<file path="config.mk">
export PLATFORM = sky130hd
export DESIGN_NAME = ebike_status_frame_parser
export DESIGN_NICKNAME = d
export VERILOG_FILES = /design/src/esfp_pkg.sv /design/src/ebike_status_frame_parser.sv
export SDC_FILE = /design/constraint.sdc
export NUM_CORES = 1
export LEC_CHECK = 0
export BUFFER_PORTS_ARGS = -buffer_cell sky130_fd_sc_hd__buf_2
export CAP_MARGIN = 25
export CORE_UTILIZATION = 46
export DETAILED_ROUTE_END_ITERATION = 16
export GPL_TIMING_DRIVEN = 0
export PLACE_DENSITY_LB_ADDON = 0.08
export SYNTH_ARGS = -nofsm -noshare
export SYNTH_HDL_FRONTEND = slang
export SYNTH_SLANG_ARGS = --single-unit
</file>
<file path="constraint.sdc">
create_clock -name clock -period 7.45 [get_ports clock]
set_input_delay 1.49 -clock clock [delete_from_list [all_inputs] [get_ports clock]]
set_output_delay 1.49 -clock clock [all_outputs]
set_load 0.01 [all_outputs]
</file>
<file path="src/esfp_pkg.sv">
// Shared constants and types for the e-bike status frame parser.
// No dependencies; imported by ebike_status_frame_parser.
package esfp_pkg;

   localparam int FRAME_BYTES = 12;
   localparam int POS_W       = $clog2(FRAME_BYTES);

   localparam logic [7:0] HEADER_BYTE = 8'h41;

   // byte positions inside a frame
   localparam logic [POS_W-1:0] PERIOD_HI_INDEX = POS_W'(3);
   localparam logic [POS_W-1:0] PERIOD_LO_INDEX = POS_W'(4);
   localparam logic [POS_W-1:0] CHECK_INDEX     = POS_W'(6);
   localparam logic [POS_W-1:0] BRAKE_INDEX     = POS_W'(7);
   localparam logic [POS_W-1:0] POWER_INDEX     = POS_W'(8);
   localparam logic [POS_W-1:0] TEMP_INDEX      = POS_W'(9);
   localparam logic [POS_W-1:0] LAST_INDEX      = POS_W'(FRAME_BYTES - 1);

   localparam int BRAKE_BIT = 5;

   // serial divide and multiply work on 16-bit operands, one bit per cycle
   localparam int SER_W = 16;
   localparam int CNT_W = $clog2(SER_W);
   localparam logic [CNT_W-1:0] CNT_LAST = CNT_W'(SER_W - 1);

   localparam logic [SER_W-1:0] RPM_DIVIDEND = SER_W'(60000);
   localparam logic [2*SER_W:0] ROUND_HALF   = (2*SER_W+1)'(128);
   localparam int MIN_SPEED = 2;
   localparam int MAX_SPEED = 255;
   localparam logic [8:0] TEMP_OFFSET = 9'd15;

   localparam logic [15:0] SCALE_RESET = 16'd256;

   typedef enum logic [2:0] {
      ST_HUNT,
      ST_COLLECT,
      ST_DIVIDE,
      ST_MULT,
      ST_DONE
   } state_type;

endpackage

</file>
<file path="src/ebike_status_frame_parser.sv">
// Status frame parser for a motor controller serial link.
// Depends on esfp_pkg for frame layout, constants and the state type.
//
// Feed received serial bytes on req_; bytes are dropped until the header 0x41, then
// a frame of FRAME_BYTES bytes is collected, one byte per transfer. A frame whose XOR
// check byte matches yields one result on rsp_: speed, power and temperature in
// rsp_tdata, brake flag in rsp_tuser. Bytes are taken at one per cycle while a frame
// is collected. After the last byte of a good frame the speed is computed by a
// bit-serial divider and then a bit-serial shift-add multiplier, after which it is
// rounded and loaded into the output register; req_tready stays low throughout, and
// longer if the previous result has not yet been taken. A bad frame returns straight
// to hunting for a header. csr_wr_data sets the Q8.8 speed scale (reset 256).
module ebike_status_frame_parser
   import esfp_pkg::*;
(
   input  logic        clock,
   input  logic        reset,
   input  logic        req_tvalid,
   output logic        req_tready,
   input  logic [7:0]  req_tdata,   // [7:0] rx_byte
   output logic        rsp_tvalid,
   input  logic        rsp_tready,
   output logic [31:0] rsp_tdata,   // [7:0] speed_kmh, [19:8] power_watts,
                                    // [28:20] motor_temperature, [31:29] zero
   output logic        rsp_tuser,   // [0] brake_active
   input  logic        csr_wr_en,
   input  logic [15:0] csr_wr_data
);

   state_type state_ff, state_in;

   logic [15:0]      scale_ff;
   logic [POS_W-1:0] pos_ff, pos_in;
   logic [7:0]       xor_ff, xor_in;
   logic [7:0]       per_hi_ff, per_hi_in;
   logic [7:0]       per_lo_ff, per_lo_in;
   logic [7:0]       chk_ff, chk_in;
   logic             brake_ff, brake_in;
   logic [7:0]       power_byte_ff, power_byte_in;
   logic [7:0]       temp_byte_ff, temp_byte_in;
   logic [SER_W-1:0] rem_ff, rem_in;
   logic [SER_W-1:0] quo_ff, quo_in;
   logic [2*SER_W-1:0] prod_ff, prod_in;
   logic [CNT_W-1:0] cnt_ff, cnt_in;

   logic             rsp_valid_ff, rsp_valid_in;
   logic [7:0]       speed_ff, speed_in;
   logic [11:0]      power_ff, power_in;
   logic [8:0]       temp_ff, temp_in;
   logic             brake_out_ff, brake_out_in;

   logic req_fire;
   logic out_free;
   logic out_load;
   logic is_header;
   logic frame_end;
   logic check_ok;

   logic [SER_W-1:0] period;
   logic [SER_W:0]   rem_shift;
   logic             quo_bit;
   logic [SER_W:0]   mult_sum;
   logic [2*SER_W:0] rounded;
   logic [2*SER_W-8:0] speed_raw;
   logic [11:0]      power_ext;

   assign req_fire  = req_tvalid && req_tready;
   assign out_free  = !rsp_valid_ff || rsp_tready;
   assign is_header = req_tdata == HEADER_BYTE;
   assign frame_end = req_fire && (pos_ff == LAST_INDEX);
   assign check_ok  = xor_in == chk_ff;

   assign period    = {per_hi_ff, per_lo_ff};
   assign rem_shift = {rem_ff, quo_ff[SER_W-1]};
   assign quo_bit   = rem_shift >= {1'b0, period};
   assign mult_sum  = {1'b0, prod_ff[2*SER_W-1:SER_W]} +
                      (prod_ff[0] ? {1'b0, scale_ff} : {(SER_W+1){1'b0}});
   assign rounded   = {1'b0, prod_ff} + ROUND_HALF;
   assign speed_raw = rounded[2*SER_W:8];
   assign power_ext = {4'b0, power_byte_ff};

   // next state
   always_comb begin
      state_in = state_ff;
      case (state_ff)
         ST_HUNT: begin
            if (req_fire && is_header) state_in = ST_COLLECT;
         end
         ST_COLLECT: begin
            if (frame_end) state_in = check_ok ? ST_DIVIDE : ST_HUNT;
         end
         ST_DIVIDE: begin
            if (cnt_ff == CNT_LAST) state_in = ST_MULT;
         end
         ST_MULT: begin
            if (cnt_ff == CNT_LAST) state_in = ST_DONE;
         end
         ST_DONE: begin
            if (out_free) state_in = ST_HUNT;
         end
         default: state_in = ST_HUNT;
      endcase
   end

   // state outputs
   always_comb begin
      req_tready = 1'b0;
      out_load   = 1'b0;
      case (state_ff)
         ST_HUNT, ST_COLLECT: req_tready = 1'b1;
         ST_DONE:             out_load   = out_free;
         default: begin
            req_tready = 1'b0;
            out_load   = 1'b0;
         end
      endcase
   end

   // datapath
   always_comb begin
      pos_in        = pos_ff;
      xor_in        = xor_ff;
      per_hi_in     = per_hi_ff;
      per_lo_in     = per_lo_ff;
      chk_in        = chk_ff;
      brake_in      = brake_ff;
      power_byte_in = power_byte_ff;
      temp_byte_in  = temp_byte_ff;
      rem_in        = rem_ff;
      quo_in        = quo_ff;
      prod_in       = prod_ff;
      cnt_in        = cnt_ff;
      speed_in      = speed_ff;
      power_in      = power_ff;
      temp_in       = temp_ff;
      brake_out_in  = brake_out_ff;

      if (state_ff == ST_HUNT && req_fire && is_header) begin
         pos_in = POS_W'(1);
         xor_in = 8'h00;
      end

      if (state_ff == ST_COLLECT && req_fire) begin
         if (pos_ff != CHECK_INDEX) xor_in = xor_ff ^ req_tdata;
         if (pos_ff == PERIOD_HI_INDEX) per_hi_in = req_tdata;
         if (pos_ff == PERIOD_LO_INDEX) per_lo_in = req_tdata;
         if (pos_ff == CHECK_INDEX) chk_in = req_tdata;
         if (pos_ff == BRAKE_INDEX) brake_in = req_tdata[BRAKE_BIT];
         if (pos_ff == POWER_INDEX) power_byte_in = req_tdata;
         if (pos_ff == TEMP_INDEX) temp_byte_in = req_tdata;
         if (frame_end) begin
            pos_in = '0;
            rem_in = '0;
            quo_in = RPM_DIVIDEND;
            cnt_in = '0;
         end else begin
            pos_in = pos_ff + POS_W'(1);
         end
      end

      // restoring divide, one quotient bit per cycle
      if (state_ff == ST_DIVIDE) begin
         rem_in = quo_bit ? SER_W'(rem_shift - {1'b0, period}) : rem_shift[SER_W-1:0];
         quo_in = {quo_ff[SER_W-2:0], quo_bit};
         cnt_in = cnt_ff + CNT_W'(1);
         if (cnt_ff == CNT_LAST) prod_in = {{SER_W{1'b0}}, quo_ff[SER_W-2:0], quo_bit};
      end

      // shift-add multiply by the scale, LSB of quotient first
      if (state_ff == ST_MULT) begin
         prod_in = {mult_sum, prod_ff[SER_W-1:1]};
         cnt_in  = cnt_ff + CNT_W'(1);
      end

      if (out_load) begin
         if (period == '0 || speed_raw < (2*SER_W-7)'(MIN_SPEED)) begin
            speed_in = 8'd0;
         end else if (speed_raw > (2*SER_W-7)'(MAX_SPEED)) begin
            speed_in = 8'd255;
         end else begin
            speed_in = speed_raw[7:0];
         end
         power_in     = (power_ext << 3) + (power_ext << 2) + power_ext;
         temp_in      = {temp_byte_ff[7], temp_byte_ff} + TEMP_OFFSET;
         brake_out_in = brake_ff;
      end
   end

   always_comb begin
      rsp_valid_in = rsp_valid_ff;
      if (out_load) begin
         rsp_valid_in = 1'b1;
      end else if (rsp_tready) begin
         rsp_valid_in = 1'b0;
      end
   end

   always_ff @(posedge clock) begin
      if (reset) begin
         state_ff     <= ST_HUNT;
         pos_ff       <= '0;
         xor_ff       <= 8'h00;
         cnt_ff       <= '0;
         rsp_valid_ff <= 1'b0;
         scale_ff     <= SCALE_RESET;
      end else begin
         state_ff     <= state_in;
         pos_ff       <= pos_in;
         xor_ff       <= xor_in;
         cnt_ff       <= cnt_in;
         rsp_valid_ff <= rsp_valid_in;
         if (csr_wr_en) scale_ff <= csr_wr_data;
      end
   end

   always_ff @(posedge clock) begin
      per_hi_ff     <= per_hi_in;
      per_lo_ff     <= per_lo_in;
      chk_ff        <= chk_in;
      brake_ff      <= brake_in;
      power_byte_ff <= power_byte_in;
      temp_byte_ff  <= temp_byte_in;
      rem_ff        <= rem_in;
      quo_ff        <= quo_in;
      prod_ff       <= prod_in;
      speed_ff      <= speed_in;
      power_ff      <= power_in;
      temp_ff       <= temp_in;
      brake_out_ff  <= brake_out_in;
   end

   assign rsp_tvalid = rsp_valid_ff;
   assign rsp_tdata  = {3'b000, temp_ff, power_ff, speed_ff};
   assign rsp_tuser  = brake_out_ff;

   a_no_input_while_busy: assert property (@(posedge clock) disable iff (reset)
      (state_ff == ST_DIVIDE || state_ff == ST_MULT || state_ff == ST_DONE) |-> !req_tready)
      else $error("byte taken while computing speed");

   a_pos_in_frame: assert property (@(posedge clock) disable iff (reset)
      (state_ff == ST_COLLECT) |-> (pos_ff != '0 && pos_ff <= LAST_INDEX))
      else $error("frame position out of range while collecting");

   a_result_from_done: assert property (@(posedge clock) disable iff (reset)
      $rose(rsp_tvalid) |-> $past(state_ff) == ST_DONE)
      else $error("result raised outside of the finishing state");

   a_mult_follows_divide: assert property (@(posedge clock) disable iff (reset)
      (state_ff == ST_DIVIDE && cnt_ff == CNT_LAST) |=> (state_ff == ST_MULT && cnt_ff == '0))
      else $error("multiply did not start cleanly after divide");

endmodule
</file>
**Word-level counts from Yosys, hierarchy flattened**

Cells that the tools add are included.

- Word-level logic and storage cells: 114
- Bits in registers: 171
- Output and inout bits: 35

- Eq/ne operators: 20
- Magnitude comparators: 3
- Muxes and demuxes: 33
- Reduce and logical (&&, ||, !) cells: 30
- $add $sub $neg: 8
- Bitwise logic cells: 1

Operators by type and width:

| cell | count |
|---|---|
| $mux W16 | 8 |
| $mux W32 | 3 |
| $add A32 B8 Y33 const B | 1 |
| $mux W8 | 4 |
| $mux W4 | 7 |
| $gt A25 B8 Y1 const B | 1 |
| $lt A25 B2 Y1 const B | 1 |
| $reduce_and A2 Y1 | 9 |
| $add A16 B16 Y17 | 1 |
| $ge A17 B16 Y1 | 1 |
| $eq A4 B4 Y1 const B | 4 |
| $logic_not A16 Y1 | 1 |
| $sub A16 B16 Y16 | 1 |
| $mux W3 | 5 |
| $pmux W3 S5 | 1 |
| $add A11 B10 Y12 | 1 |
| $add A12 B8 Y12 | 1 |
| $eq A4 B3 Y1 const B | 3 |
| $reduce_bool A2 Y1 | 6 |
| $ne A2 B2 Y1 const B | 5 |
| $add A8 B5 Y9 const B | 1 |
| $add A4 B1 Y4 const B | 2 |
| $eq A8 B7 Y1 const B | 1 |
| $eq A8 B8 Y1 | 1 |
| other kinds (15) | 26 |

**Depth between registers and ports, before layout**

Gate-level depths: netlist of run 1.

- Depth after elaboration: 13
- Gate-level depth with buffers: 11

**Least setup slack after synthesis of run 1**

No wires, ideal clock.

- Path type: input-to-reg
- Start: input req_tdata[2]
- End: register state_ff[1]
- Data arrival time: 3.095 ns
- Path slack: 4.294 ns
- Stages: 7
- Buffers on the path: 0
- Cells stage by stage: nor4_1 -> nand4b_1 -> nor4_1 -> nor2_1 -> xor2_1 -> a2111oi_0 -> a32o_1

- Cells in the longest elaborated chain, start to end: 9
- Elaborated cells on any way between the ends: 13

RTL lines:

| element | line | text |
|---|---|---|
| start: declaration | ebike_status_frame_parser.sv:20 | `input logic [7:0] req_tdata,` |
| $eq A8 B7 Y1 | ebike_status_frame_parser.sv:69 | `assign is_header = req_tdata == HEADER_BYTE;` |
| $logic_and A1 B1 Y1 | ebike_status_frame_parser.sv:138 | `if (state_ff == ST_HUNT && req_fire && is_header) begin` |
| $mux W8 | ebike_status_frame_parser.sv:138 |  |
| $mux W8 | ebike_status_frame_parser.sv:144 | `if (pos_ff != CHECK_INDEX) xor_in = xor_ff ^ req_tdata;` |
| $mux W8 | ebike_status_frame_parser.sv:143 | `if (state_ff == ST_COLLECT && req_fire) begin` |
| $eq A8 B8 Y1 | ebike_status_frame_parser.sv:71 | `assign check_ok = xor_in == chk_ff;` |
| $mux W2 | ebike_status_frame_parser.sv:90 | `if (frame_end) state_in = check_ok ? ST_DIVIDE : ST_HUNT;` |
| $mux W3 | ebike_status_frame_parser.sv:90 |  |
| $pmux W3 S5 | ebike_status_frame_parser.sv:85 | `case (state_ff)` |
| end signal: assignment | ebike_status_frame_parser.sv:207 | `state_ff <= state_in;` |
| end: declaration | ebike_status_frame_parser.sv:30 | `state_type state_ff, state_in;` |

Several ways; a longest one is shown, not always the timed one. The select of a mux whose other input is x is not followed.
A chain may end at the register's enable or synchronous reset.

**Worst setup path in the final report of run 1**

Ends and elaborated chain as after synthesis.

==> results_dict.tcl, run 1 <==
set metrics [dict create \
    switching_power_w 0.000485 \
    root_buffer "clkbuf_16" \
    finalCriticalPeriod_ns 3.48 \
    cp-start-kind "primary input" \
    pre_cts_slack_ns 3.39 \
    io_buffer_count 59 \
    die_h_um 146 \
    fmax_mhz 287 \
    synth_edf_count 135 \
    boundaryPins 64 \
    grt_pass1_vias 6341 \
    core-area_um2 20200 \
    dr.pass1.iters 4 \
    hold_class "register to register" \
    grt_max_degree 26 \
    cts.path.max_buffers 2 \
    drive_above_1_share 0.125 \
    rows 52 \
    cap_viol_max_count 0 \
    tightest_slew_ns 0.886 \
    outcome "complete, no violations" \
    synth-seq-area-share 0.503 \
    hold_viol 0 \
    overflow 0 \
    finalNetCount 1069 \
    critical_path.max_stage_delay_ns 0.70 \
    path_clk_slew_ns 0.07 \
    crit_chain "buf_2 > nor4_1 > nand4b_1 > nor4_1 > nor2_1 > xor2_1 > a2111oi_0 > a32o_1" \
    grt_setup_unrepaired "no" \
    vias 6934 \
    drtIter0Drc 413 \
    critPathCaptureType "register" \
    fin_crit_sh 0.467 \
    finClkSkew_ns 0.0159 \
    pwr-share-seq 0.505 \
    gp_congestion 0.829 \
    postCtsResizedCells 0 \
    finalPower_w 0.00204 \
    htreeDepth 4 \
    start_util 0.469 \
    avgSynthCellArea_um2 10.6 \
    hold_buffers 0 \
    ant_nets 0 \
    wirelength_um 20900 \
    clkPwrFrac 0.442 \
    vias_per_cell 5.48 \
    synth_seq_cells 171 \
    cts_tree "built" \
    switching_share 0.238 \
    syn_area_um2 9490 \
    synthArstFlopShare 0 \
    worstPathMaxFanout 7 \
    wl_per_cell_um 16.6 \
    clk-insertion-delay-late_ns 0.44 \
    timing.final.ws_setup_ns 3.97 \
    synthCells 897 \
    drc_errors 0 \
    utilization 0.535 \
    antenna_found_initial 0 \
    comb_power_share 0.053 \
    area_delta_synth_final_pct 14.1 \
    fp.dieW_um 146 \
    setup-violations-final 0 \
    regArea_um2 4770 \
    dp_hpwl_um 15900 \
    antennaDiodeCount 0 \
    ir_drop_mv 0.151 \
    crit_arrival_ns 3.87 \
    synth_cell_types 73 \
    crit_type "primary input to register" \
    maxSlewHeadroom 0.404 \
    final.setup.tns_ns 0 \
    die-area_um2 21200 \
    cts.sinks 171 \
    leakagePower_nw 4.08 \
    multi_input_area_um2 4420 \
    cp.required_ns 7.84 \
    synth_ff_type "edfxtp_1" \
    postCtsSetupRepairBufs 0 \
    crit_slowest_cell "nor4_1" \
    cts_made_buffers 17 \
    nFillCells 1859 \
    p_int_w 0.00155 \
    power_density_nw_per_um2 188 \
    yosys_warnings 0 \
    track_usage 0.201 \
    cpMostUsedCell "nor4_1" \
    grt_pass1_wl_um 33200 \
    drv_slew 0 \
]
[stage by stage]
stage	hold slack (ns)	instances	area [µm²]
after CTS	0.422	1265	10800
final	0.423	1265	10800
after floorplan	0.400	899	9500
after detailed placement	0.405	1233	10200
after global placement	0.403	1228	10100
after global routing	0.442	1265	10800
[worst max-delay path: cells and delay by family]
| kind | cells | cell delay [ns] |
|---|---|---|
| buf+inv | 1 | 0.17 |
| xor+xnor | 1 | 0.18 |
| simple gates | 4 | 1.32 |
| compound gates | 2 | 0.70 |
[registers in the layout, indices dropped and copies added (netlist names)]
name           count
cnt_ff             4
temp_ff            9
state_ff           3
temp_byte_ff       8
brake_ff           1
chk_ff             8
rem_ff            16
rsp_tvalid         1
scale_ff          16
rsp_tuser          1
per_hi_ff          8
xor_ff             8
pos_ff             4
per_lo_ff          8
power_byte_ff      8
quo_ff            16
prod_ff           32
power_ff          12
speed_ff           8
[worst paths after layout]
path	slack [ns]	cells past startpoint	endpoint	startpoint
max reg2reg	4.09	9	rem_ff[14]	per_lo_ff[0]
max	3.97	8	state_ff[1]	req_tdata[2]
min reg2reg	0.42	0	rsp_tuser	brake_ff
min	0.42	0	rsp_tuser	brake_ff
[cell type report]
type	count	share of cell area
clock buffer	17	0.0393
timing repair buffer	64	0.0351
clock inverter	15	0.0165
sequential	171	0.441
multi-input combinational	653	0.408
buffer	32	0.0139
tap	270	0.0312
inverter	43	0.0149
[cells in the mapped netlist, drive strengths merged, types with 17 or more instances]
master	n	area, µm²
edfxtp	135	4050
xnor2	31	272
nor3	23	120
nand3	30	150
nor2	102	383
ha	50	626
dfxtp	36	721
nand2	85	322
xor2	20	175
mux2i	31	310
or3	17	106
inv	43	161
a21oi	35	175
clkbuf	20	75.1
o21ai	27	135
and2	20	125
[cell usage in the layout, fill, tap and decap left out, types with 6 or more instances in the layout]
master	instances
a211oi_1	7
a21o_1	8
a21oi_1	34
a31oi_1	6
and2_1	20
and3_1	13
and4_1	8
buf_2	67
clkbuf_1	20
clkbuf_16	17
dfxtp_1	36
edfxtp_1	135
fa_1	8
ha_1	50
inv_1	43
mux2i_1	31
nand2_1	84
nand2b_1	9
nand3_1	30
nand4_1	12
nor2_1	102
nor2b_1	12
nor3_1	22
nor3b_1	6
nor4_1	9
o211ai_1	9
o21a_1	8
o21ai_0	26
or3_1	17
xnor2_1	31
xor2_1	20
[power by group through the flow]
stage	combinational [W]	clock, W	sequential [W]
4_1_cts	0.000108	0.000917	0.00103
2_1_floorplan	0.0000752	0	0.00105
3_3_place_gp	0.000105	0	0.00105
3_5_place_dp	0.000107	0	0.00105
6_report	0.000108	0.000900	0.00103
5_1_grt	0.000120	0.000950	0.00103
[metal layers]
metal	track usage	share of wire
met5	0	0
met4	0.0568	0.0099
met3	0.0279	0.037
met2	0.303	0.44
met1	0.302	0.52
[cell families (layout without fill, tap and decap cells)]
group,Yosys count,count (layout),synth area share
other,1,3,0.000395
buffers and inverters,75,171,0.0328
xor gates and xnor gates,51,51,0.0471
AOI/OAI and AO/OA,137,137,0.0960
DFF,171,171,0.503
and+or+nand+nor,369,369,0.200
muxes,35,35,0.0374
adders and majority gates,58,58,0.0828
Note: power is estimated with default switching activity, not from simulation.
==> run 2: changes to the inputs <==
==> constraint.sdc (replaced) <==
create_clock -name clock -period 2.98 [get_ports clock]
set_input_delay 0.596 -clock clock [delete_from_list [all_inputs] [get_ports clock]]
set_output_delay 0.596 -clock clock [all_outputs]
set_load 0.01 [all_outputs]
==> run 2 against run 1 <==
Net effect: worst hold slack got worse by 0.043 ns; cell area increased by 2.1%; sequential share of layout area decreased by 0.92 points; core utilization increased by 1.1 points; global-route usage increased by 0.18 points; critical path depth increased by 4; non-clock buffer count increased by 10; the flow now finishes with violations (setup timing); clock power increased to 2.5 times the previous value; die area unchanged; highest routed layer unchanged; clock skew decreased by 0.00090 ns; via count increased by 0.23%.
==> results_dict.tcl, run 2 (synthesis results as in run 1) <==
set metrics [dict create \
    gp_congestion 0.829 \
    boundaryPins 64 \
    fin_area_um2 11100 \
    hold_class "primary input to register" \
    dr.pass1.iters 7 \
    htreeDepth 4 \
    cts_made_buffers 17 \
    finalPower_w 0.00514 \
    ir_drop_mv 0.383 \
    vias 6950 \
    timing.final.ws_setup_ns -0.00766 \
    drtIter0Drc 440 \
    wl_met3_um 828 \
    whs_ns 0.381 \
    final_cell_mix "135 x edfxtp_1, 102 x nor2_1, 82 x nand2_1, 66 x buf_2, 44 x ha_1" \
    drc_errors 0 \
    setup-violations-final 1 \
    final.setup.tns_ns -0.00766 \
    crit_arrival_ns 3.17 \
    fin_crit_sh 1.00 \
    grt_pass1_wl_um 33500 \
    ant_nets 0 \
    layout_commonest_cell "edfxtp_1" \
    drv_slew 0 \
    critPathCaptureType "register" \
    wl_per_cell_um 16.8 \
    fp.dieW_um 146 \
    cpLargestDelayFamily "compound AO/OA/AOI/OAI gates" \
    crit_chain "buf_6 > and2_4 > ha_4 > inv_2 > fa_2 > nor2b_2 > o21a_1 > o21a_1 > o31a_1 > o31a_1 > o41ai_4 > mux2i_1" \
    leakagePower_nw 4.16 \
    nFillCells 1836 \
    tightest_slew_ns 0.893 \
    cts.path.max_buffers 2 \
    multi_input_area_um2 4560 \
    core-area_um2 20200 \
    root_buffer "clkbuf_16" \
    grt_pass1_vias 6383 \
    start_util 0.469 \
    finalNetCount 1079 \
    cts.sinks 171 \
    postPlaceCellArea_um2 10200 \
    crit_type "register to register" \
    wl_met2_um 9570 \
    wl_met1_um 10700 \
    top_register "prod_ff" \
    wirelength_um 21400 \
    hold_viol 0 \
    pre_cts_slack_ns -0.342 \
    die_h_um 146 \
    grt_max_degree 26 \
    power_density_nw_per_um2 464 \
    clk-insertion-delay-late_ns 0.43 \
    fmax_mhz 335 \
    area_delta_synth_final_pct 16.6 \
    path_clk_slew_ns 0.07 \
    vias_per_cell 5.45 \
    highest_layer "met4" \
    hold_buffers 0 \
    cp.required_ns 3.16 \
    die-area_um2 21200 \
    finalCriticalPeriod_ns 2.99 \
    critical_path.max_stage_delay_ns 0.41 \
    antenna_found_initial 0 \
    maxSlewHeadroom 0.399 \
    regArea_um2 4770 \
    rows 52 \
    track_usage 0.203 \
    overflow 0 \
    outcome "finished with violations" \
    worstPathMaxFanout 3 \
    grt_setup_unrepaired "yes" \
    finClkSkew_ns 0.0150 \
    antennaDiodeCount 0 \
    dp_hpwl_um 15900 \
    crit_slowest_cell "edfxtp_1" \
    cap_viol_max_count 0 \
    cts_tree "built" \
    largest_register_ffs 32 \
    violations "setup timing" \
    io_buffer_count 59 \
    cp-start-kind "register" \
    drive_above_1_share 0.156 \
    crit_buf_inv 2 \
]
==> run 2: final timing paths <==
kind | start | end | slack [ns] | cells after the start
setup reg to reg | prod_ff[0] | prod_ff[29] | -0.008 | 12
hold / removal | csr_wr_data[8] | scale_ff[8] | 0.38 | 2
hold reg to reg | brake_ff | rsp_tuser | 0.42 | 0
setup / recovery | prod_ff[0] | prod_ff[29] | -0.008 | 12
==> run 2: report_power, final <==
group	switching [W]	internal (W)	total (W)	leakage, nW
combinational	0.000166	0.000138	0.000304	2.44
sequential	0.00000977	0.00256	0.00257	1.42
clock	0.00106	0.00120	0.00226	0.293
==> run 2: what timing repair did <==
action	4_1_cts	5_1_grt
pin swaps	2	12
resized for setup	12	21
endpoints found under the hold margin	0	0
setup buffers	2	8
endpoints found under the setup margin	16	40
==> run 2: cell type report <==
cell class	count	area share
Sequential cell	171	0.432
Multi-Input combinational cell	653	0.412
Timing Repair Buffer	74	0.0415
Clock buffer	17	0.0385
Tap cell	270	0.0305
Clock inverter	15	0.0162
Buffer	32	0.0150
Inverter	43	0.0146
==> run 2: worst register-to-register path, cell delays in order (launching register included) <==
cell and delay (ns):
edfxtp_1 0.41, buf_6 0.14, and2_4 0.15, ha_4 0.16
inv_2 0.06, fa_2 0.21, nor2b_2 0.05, o21a_1 0.20
o21a_1 0.22, o31a_1 0.32, o31a_1 0.36, o41ai_4 0.35
mux2i_1 0.12
==> run 2: per-stage QoR <==
step	util	instances
6_report	0.547	1275
5_1_grt	0.547	1275
4_1_cts	0.539	1267
3_5_place_dp	0.505	1233
3_3_place_gp	0.501	1228
2_1_floorplan	-	899
==> run 2: layer usage <==
metal  vias up  GRT usage
li1       3473          -
met1      3342      0.302
met2       117      0.306
met3        18     0.0317
met4         0     0.0568
met5         -          0
